### src/rtl/core/assert_macros.svh
`ifndef ASSERT_MACROS_SVH
`define ASSERT_MACROS_SVH

// same-cycle implication, sampled on clk, off during reset
`define ASSERT_IMP(label, ante, cons) \
    label: assert property (@(posedge clk) disable iff (!rst_n) (ante) |-> (cons)) \
        else $error("assertion failed");

// next-cycle implication, sampled on clk, off during reset
`define ASSERT_NXT(label, ante, cons) \
    label: assert property (@(posedge clk) disable iff (!rst_n) (ante) |=> (cons)) \
        else $error("assertion failed");

`endif

### src/rtl/core/clr_pkg.sv
`timescale 1ns / 1ps

package clr_pkg;

    localparam int CLIP_BITS      = 11;
    localparam int CFG_INDEX_BITS = 1;

    localparam logic [CLIP_BITS-1:0] CLIP_RESET = 11'd2047;

    typedef enum logic [0:0] {
        CMD_START = 1'b0,
        CMD_STEP  = 1'b1
    } cmd_t;

    typedef enum logic [CFG_INDEX_BITS-1:0] {
        CFG_CLIP_WIDTH  = 1'b0,
        CFG_CLIP_HEIGHT = 1'b1
    } cfg_reg_t;

endpackage

### src/rtl/core/clipped_line_rasterizer.sv
`timescale 1ns / 1ps
// Bresenham line stepper with a clip window.
// Input stream (s_*): s_tuser is the command. A start beat (CMD_START) loads
// the end points and colour from s_tdata and returns one beat with no pixel.
// Each step beat (CMD_STEP) returns either one pixel (m_tuser = 1) and
// advances the line, or an end beat (m_tuser = 0, m_tlast = 1) once the
// current point reaches the end point or leaves the clip window. A step with
// no line loaded also returns an end beat.
// Output stream (m_*): exactly one result beat per input beat, in order.
// The output is registered: the beat accepted at an edge is on m_* after it.
// Throughput is one beat per cycle unless the receiver stalls; the step logic
// is one small add and compare between the line state registers and the output
// register. When the receiver stalls, the output register holds its beat and
// s_tready drops until that beat is taken; nothing is lost or repeated.
// Configuration (cfg_*): cfg_index 0 writes clip_width, 1 writes clip_height,
// both take effect on the next step; write only while the block is idle.
// Reset (rst_n low) clears the output valid flag, drops the loaded line and
// sets both clip limits to 2047.

`include "assert_macros.svh"

module clipped_line_rasterizer #(
    parameter int COORD_BITS = 12
) (
    input  logic                                      clk,
    input  logic                                      rst_n,
    // config write channel
    input  logic                                      cfg_valid,
    output logic                                      cfg_ready,
    input  logic [clr_pkg::CFG_INDEX_BITS-1:0]        cfg_index,
    input  logic [clr_pkg::CLIP_BITS-1:0]             cfg_data,
    // command stream
    input  logic                                      s_tvalid,
    output logic                                      s_tready,
    // start_x, start_y, end_x, end_y, color, zero pad
    input  logic [((4*COORD_BITS+32+7)/8)*8-1:0]      s_tdata,
    // cmd
    input  logic                                      s_tuser,
    // pixel stream
    output logic                                      m_tvalid,
    input  logic                                      m_tready,
    // pixel_x, pixel_y, pixel_color, zero pad
    output logic [((2*COORD_BITS+32+7)/8)*8-1:0]      m_tdata,
    // pixel_valid
    output logic                                      m_tuser,
    // line_done
    output logic                                      m_tlast
);

    import clr_pkg::*;

    localparam int CB        = COORD_BITS;
    localparam int EB        = COORD_BITS + 2;
    localparam int M_TDATA_W = ((2*COORD_BITS+32+7)/8)*8;
    localparam int CMPW      = (COORD_BITS > CLIP_BITS) ? COORD_BITS : CLIP_BITS;

    // clip limits
    logic [CLIP_BITS-1:0] clip_width_reg, clip_height_reg;

    // line state
    logic signed [CB-1:0] cur_x_reg, cur_y_reg, target_x_reg, target_y_reg;
    logic signed [CB-1:0] cur_x_next, cur_y_next, target_x_next, target_y_next;
    logic [CB-1:0]        delta_x_reg, delta_y_reg, delta_x_next, delta_y_next;
    logic                 dir_x_neg_reg, dir_y_neg_reg, dir_x_neg_next, dir_y_neg_next;
    logic signed [EB-1:0] error_reg, error_next;
    logic [31:0]          line_color_reg, line_color_next;
    logic                 active_reg, active_next;

    // output register
    logic                 m_tvalid_reg;
    logic signed [CB-1:0] pix_x_reg, pix_y_reg, pix_x_next, pix_y_next;
    logic [31:0]          pix_color_reg, pix_color_next;
    logic                 pix_valid_reg, pix_valid_next;
    logic                 done_reg, done_next;

    logic                 accept;
    logic signed [CB-1:0] sx, sy, fx, fy;
    logic [31:0]          in_color;
    logic signed [CB:0]   diff_x, diff_y;
    logic [CB-1:0]        abs_x, abs_y;
    logic signed [EB:0]   e2, dx_ext, dy_ext, err_sum;
    logic                 step_x, step_y, at_end, outside;

    assign cfg_ready = 1'b1;
    assign s_tready  = !m_tvalid_reg || m_tready;
    assign accept    = s_tvalid && s_tready;

    assign sx       = s_tdata[CB-1:0];
    assign sy       = s_tdata[2*CB-1:CB];
    assign fx       = s_tdata[3*CB-1:2*CB];
    assign fy       = s_tdata[4*CB-1:3*CB];
    assign in_color = s_tdata[4*CB+31:4*CB];

    // load-time deltas
    assign diff_x = {fx[CB-1], fx} - {sx[CB-1], sx};
    assign diff_y = {fy[CB-1], fy} - {sy[CB-1], sy};
    assign abs_x  = diff_x[CB] ? CB'(-diff_x) : diff_x[CB-1:0];
    assign abs_y  = diff_y[CB] ? CB'(-diff_y) : diff_y[CB-1:0];

    // step decisions, e2 = 2 * error kept one bit wider so it never wraps
    assign e2      = {error_reg, 1'b0};
    assign dx_ext  = $signed({3'b000, delta_x_reg});
    assign dy_ext  = $signed({3'b000, delta_y_reg});
    assign step_x  = e2 > -dy_ext;
    assign step_y  = e2 < dx_ext;
    assign err_sum = {error_reg[EB-1], error_reg}
                   - (step_x ? dy_ext : '0)
                   + (step_y ? dx_ext : '0);

    assign at_end  = (cur_x_reg == target_x_reg) && (cur_y_reg == target_y_reg);
    assign outside = cur_x_reg[CB-1] || cur_y_reg[CB-1]
                  || (CMPW'($unsigned(cur_x_reg)) >= CMPW'(clip_width_reg))
                  || (CMPW'($unsigned(cur_y_reg)) >= CMPW'(clip_height_reg));

    always_comb
    begin
        cur_x_next      = cur_x_reg;
        cur_y_next      = cur_y_reg;
        target_x_next   = target_x_reg;
        target_y_next   = target_y_reg;
        delta_x_next    = delta_x_reg;
        delta_y_next    = delta_y_reg;
        dir_x_neg_next  = dir_x_neg_reg;
        dir_y_neg_next  = dir_y_neg_reg;
        error_next      = error_reg;
        line_color_next = line_color_reg;
        active_next     = active_reg;
        pix_x_next      = '0;
        pix_y_next      = '0;
        pix_color_next  = '0;
        pix_valid_next  = 1'b0;
        done_next       = 1'b0;
        case (cmd_t'(s_tuser))
            CMD_START:
            begin
                cur_x_next      = sx;
                cur_y_next      = sy;
                target_x_next   = fx;
                target_y_next   = fy;
                delta_x_next    = abs_x;
                delta_y_next    = abs_y;
                dir_x_neg_next  = !(sx < fx);
                dir_y_neg_next  = !(sy < fy);
                error_next      = $signed({2'b00, abs_x}) - $signed({2'b00, abs_y});
                line_color_next = in_color;
                active_next     = 1'b1;
            end
            CMD_STEP:
            begin
                if (!active_reg)
                begin
                    done_next = 1'b1;
                end
                else if (at_end || outside)
                begin
                    done_next   = 1'b1;
                    active_next = 1'b0;
                end
                else
                begin
                    pix_x_next     = cur_x_reg;
                    pix_y_next     = cur_y_reg;
                    pix_color_next = line_color_reg;
                    pix_valid_next = 1'b1;
                    if (step_x)
                    begin
                        cur_x_next = cur_x_reg + (dir_x_neg_reg ? {CB{1'b1}} : CB'(1));
                    end
                    if (step_y)
                    begin
                        cur_y_next = cur_y_reg + (dir_y_neg_reg ? {CB{1'b1}} : CB'(1));
                    end
                    error_next = err_sum[EB-1:0];
                end
            end
            default:
            begin
                done_next = 1'b1;
            end
        endcase
    end

    always_ff @(posedge clk or negedge rst_n)
    begin
        if (!rst_n)
        begin
            clip_width_reg  <= CLIP_RESET;
            clip_height_reg <= CLIP_RESET;
        end
        else if (cfg_valid && cfg_ready)
        begin
            case (cfg_reg_t'(cfg_index))
                CFG_CLIP_WIDTH:  clip_width_reg  <= cfg_data;
                CFG_CLIP_HEIGHT: clip_height_reg <= cfg_data;
                default:
                begin
                end
            endcase
        end
    end

    always_ff @(posedge clk or negedge rst_n)
    begin
        if (!rst_n)
        begin
            active_reg   <= 1'b0;
            m_tvalid_reg <= 1'b0;
        end
        else if (accept)
        begin
            active_reg   <= active_next;
            m_tvalid_reg <= 1'b1;
        end
        else if (m_tready)
        begin
            m_tvalid_reg <= 1'b0;
        end
    end

    // payload and line state, no reset needed
    always_ff @(posedge clk)
    begin
        if (accept)
        begin
            cur_x_reg      <= cur_x_next;
            cur_y_reg      <= cur_y_next;
            target_x_reg   <= target_x_next;
            target_y_reg   <= target_y_next;
            delta_x_reg    <= delta_x_next;
            delta_y_reg    <= delta_y_next;
            dir_x_neg_reg  <= dir_x_neg_next;
            dir_y_neg_reg  <= dir_y_neg_next;
            error_reg      <= error_next;
            line_color_reg <= line_color_next;
            pix_x_reg      <= pix_x_next;
            pix_y_reg      <= pix_y_next;
            pix_color_reg  <= pix_color_next;
            pix_valid_reg  <= pix_valid_next;
            done_reg       <= done_next;
        end
    end

    assign m_tvalid = m_tvalid_reg;
    assign m_tdata  = M_TDATA_W'({pix_color_reg, pix_y_reg, pix_x_reg});
    assign m_tuser  = pix_valid_reg;
    assign m_tlast  = done_reg;

    `ASSERT_IMP(a_pixel_not_done, m_tvalid && m_tuser, !m_tlast)
    `ASSERT_IMP(a_no_pixel_zero_data, m_tvalid && !m_tuser, m_tdata == '0)
    `ASSERT_IMP(a_stall_blocks_input, m_tvalid && !m_tready, !s_tready)
    `ASSERT_NXT(a_start_loads_line, accept && (s_tuser == CMD_START),
                active_reg && m_tvalid && !m_tuser && !m_tlast)
    `ASSERT_NXT(a_idle_step_ends, accept && (s_tuser == CMD_STEP) && !active_reg,
                m_tlast && !m_tuser && !active_reg)

endmodule
### config.mk
export PLATFORM = sky130hd
export DESIGN_NAME = clipped_line_rasterizer
export DESIGN_NICKNAME = d
export VERILOG_FILES = /design/src/rtl/core/clr_pkg.sv /design/src/rtl/core/clipped_line_rasterizer.sv
export VERILOG_INCLUDE_DIRS = /design/src /design/src/rtl/core
export SDC_FILE = /design/constraint.sdc
export NUM_CORES = 1
export LEC_CHECK = 0
export BUFFER_PORTS_ARGS = -buffer_cell sky130_fd_sc_hd__buf_2
export CAP_MARGIN = 20
export CORE_ASPECT_RATIO = 0.8
export CORE_UTILIZATION = 45
export CTS_CLUSTER_DIAMETER = 30
export CTS_CLUSTER_SIZE = 20
export DETAILED_ROUTE_END_ITERATION = 12
export GPL_TIMING_DRIVEN = 0
export PLACE_DENSITY = 0.75
export REMOVE_ABC_BUFFERS = 1
export SLEW_MARGIN = 20
export SYNTH_ARGS = -nofsm -noshare
export SYNTH_HDL_FRONTEND = slang
export SYNTH_SLANG_ARGS = --single-unit
### constraint.sdc
create_clock -name clk -period 6.4 [get_ports clk]
set_input_delay 0.96 -clock clk [delete_from_list [all_inputs] [get_ports clk]]
set_output_delay 0.96 -clock clk [all_outputs]
set_load 0.01 [all_outputs]
==> flow_summary.toml <==
[setup_path]
cp-end-kind = "register"
crit_fanout = 7
crit_buf_inv = 2
crit_slowest_cell = "fa_1"
worstSetupStartpointType = "register"
critPathTopFamily = "compound AO/OA/AOI/OAI gates"
r2r_setup_slack_ns = 0.39
path_class = "register to register"
worstPathArrival_ns = 6.25
cp.required_ns = 6.64
slowest_delay_ns = 0.57

[sta]
clock_skew_ns = 0.0275
tns_ns = 0
fmax_mhz = 166
post-route-period-util_pct = 94.0
finalCriticalPeriod_ns = 6.01
grt_setup_unrepaired = "no"
fin_hold_ws_ns = 0.450
worst_slack_ns = 0.386
slew_headroom_pct = 27.6
tightest_slew_ns = 1.08
drv_slew = 0
finalHoldViolations = 0
setup_viol_count_final = 0

[cells_and_area]
seq_area_um2 = 5970
fin_nets = 1623
final_util_pct = 55.6
area_growth_pct = 21.7
drive_gt1_share_pct = 20.4
multi_input_area_um2 = 6360
n_fill_cell = 2409
layout_common_cells = "edfxtp_1, buf_2, inv_1"
finish.instance_area_um2 = 15700
layout_commonest_cell = "edfxtp_1"

[power]
p_leak_nw = 6.84
internal_power_w = 0.00384
power_frac_comb_pct = 31.6
ir_drop_mv = 0.221
power_density_nw_per_um2 = 364
power_frac_clock_pct = 38.8
p_sw_w = 0.00186
p_seq_share_pct = 29.6
netSwitchingFraction_pct = 32.6

[cts]
clk_pin_slew_worst_paths_ns = 0.05
cts_num_sinks = 202
numCtsBuffers = 42
cts_root_buffer = "clkbuf_16"
cts_hold_buf = 0
cts_tree = "done"
cts_buffer_depth = 3
insertion_delay_ns = 0.54
h-tree-depth = 2

[placed_design]
preCtsSetupSlack_ns = 0.205
io_buffers = 157
gp_congestion = 0.922
post_dp_cell_area_um2 = 14200
dp_hpwl_mm = 25.0

[yosys]
synth-simple-area-share_pct = 13.4
synth_top_family_by_area = "adder cells"
synthAdderAreaFrac_pct = 14.6
ys_ff_latch = 202
synth-xor-area-share_pct = 7.46
synth-seq-area-share_pct = 46.3
avgSynthCellArea_um2 = 10.8
synth_ff_type = "edfxtp_1"
synth_area_um2 = 12900
synth_edf_count = 178
synth.area.mux_share_pct = 1.70
synth-async-reset-ratio_pct = 11.9
netlist_instances = 1199
synth-compound-area-share_pct = 11.8
yosysWarnings = 0
ys_types = 68

[die]
core_area_um2 = 28200
rows = 55
boundaryPins = 159
die_w_um = 191
die_height_um = 153
dieArea_um2 = 29300
start_util_pct = 45.7

[hold_path]
holdCritPathClass = "input pin to asynchronous set/reset pin"

[detailed_routing]
drt_iter0_markers = 752
drt_pass1_iterations = 5
post_drt_wl_per_cell_um = 18.5
wl_mm = 33.2
final_antenna_net_count = 0
via_count = 9676
vias_per_cell = 5.40
post-route-drc-count = 0

[flow_run]
drv_cap = 0

[grt]
grt_antenna_before_repair = 2
grt_max_degree = 43
grt_usage_pct = 22.8
grt_pass1_vias = 9505
grt_pass1_wl_mm = 51.7
overflow = 0

[outcome]
outcome = "finished clean"
==> cells by family after synthesis <==
family                   Yosys count
AND/OR/NAND/NOR                  335
buffers and inverters            158
AO/OA/AOI/OAI                    233
flip-flops                       202
other                              2
multiplexers                      20
XOR/XNOR                         109
adder cells (fa/ha/maj)          140
==> power groups by stage <==
stage | Clock, W | Combinational [W] | Sequential, W
floorplan | 0 | 0.00129 | 0.00169
global placement | 0 | 0.00166 | 0.00171
detailed placement | 0 | 0.00174 | 0.00171
CTS | 0.00224 | 0.00177 | 0.00169
global route | 0.00231 | 0.00202 | 0.00170
finish | 0.00222 | 0.00180 | 0.00169
==> final timing paths <==
| check | cells past startpoint | startpoint | end |
|---|---|---|---|
| max in group asynchronous | 1 | rst_n | m_tvalid$_DFFE_PN0P_ |
| hold reg to reg | 1 | line_color_reg[4]$_DFFE_PP_ | pix_color_reg[4]$_SDFFCE_PP0P_ |
| hold / removal | 1 | rst_n | active_reg$_DFFE_PN0P_ |
| min in group clk | 1 | line_color_reg[4]$_DFFE_PP_ | pix_color_reg[4]$_SDFFCE_PP0P_ |
| setup / recovery | 26 | delta_y_reg[2]$_DFFE_PP_ | error_reg[13]$_DFFE_PP_ |
| setup reg to reg | 26 | delta_y_reg[2]$_DFFE_PP_ | error_reg[13]$_DFFE_PP_ |
==> cells in the mapped netlist (all sizes together), types with 23 or more instances <==
library cell    n  area share (%)
nand3          23            0.89
xnor2          66             4.5
nand2          86             2.5
xor2           43             2.9
inv           132             3.8
nor2           56             1.6
and2           67             3.3
ha            123              12
o21ai          65             2.5
a21o           32             1.9
edfxtp        178              41
a21oi          47             1.8
==> per-stage QoR <==
stage                     cells  total power, W
final                      1791         0.00571
after global routing       1788         0.00603
after CTS                  1787         0.00569
after detailed placement   1710         0.00345
after global placement     1702         0.00338
after floorplan            1175         0.00299
==> layer usage <==
layer | wire (um) | global-route usage, %
met3 | 2900 | 4.87
met2 | 14200 | 33.7
met1 | 15300 | 32.9
met5 | 0 | 0
met4 | 787 | 7.29
==> cell type report <==
cell class,instances,area share (%)
tap,370,2.95
sequential,202,38.1
clock buffer,50,7.08
inverter,133,3.20
multi-input combinational,840,40.5
clock inverter,27,2.20
antenna,3,0.0478
timing repair buffer,166,5.94
==> repair_timing <==
| action | in CTS | in global routing |
|---|---|---|
| buffers inserted | 0 | 1 |
| gates resized for setup | 0 | 4 |
| setup endpoints to repair | 0 | 4 |
No activity file was read; power rests on OpenSTA's default activity.
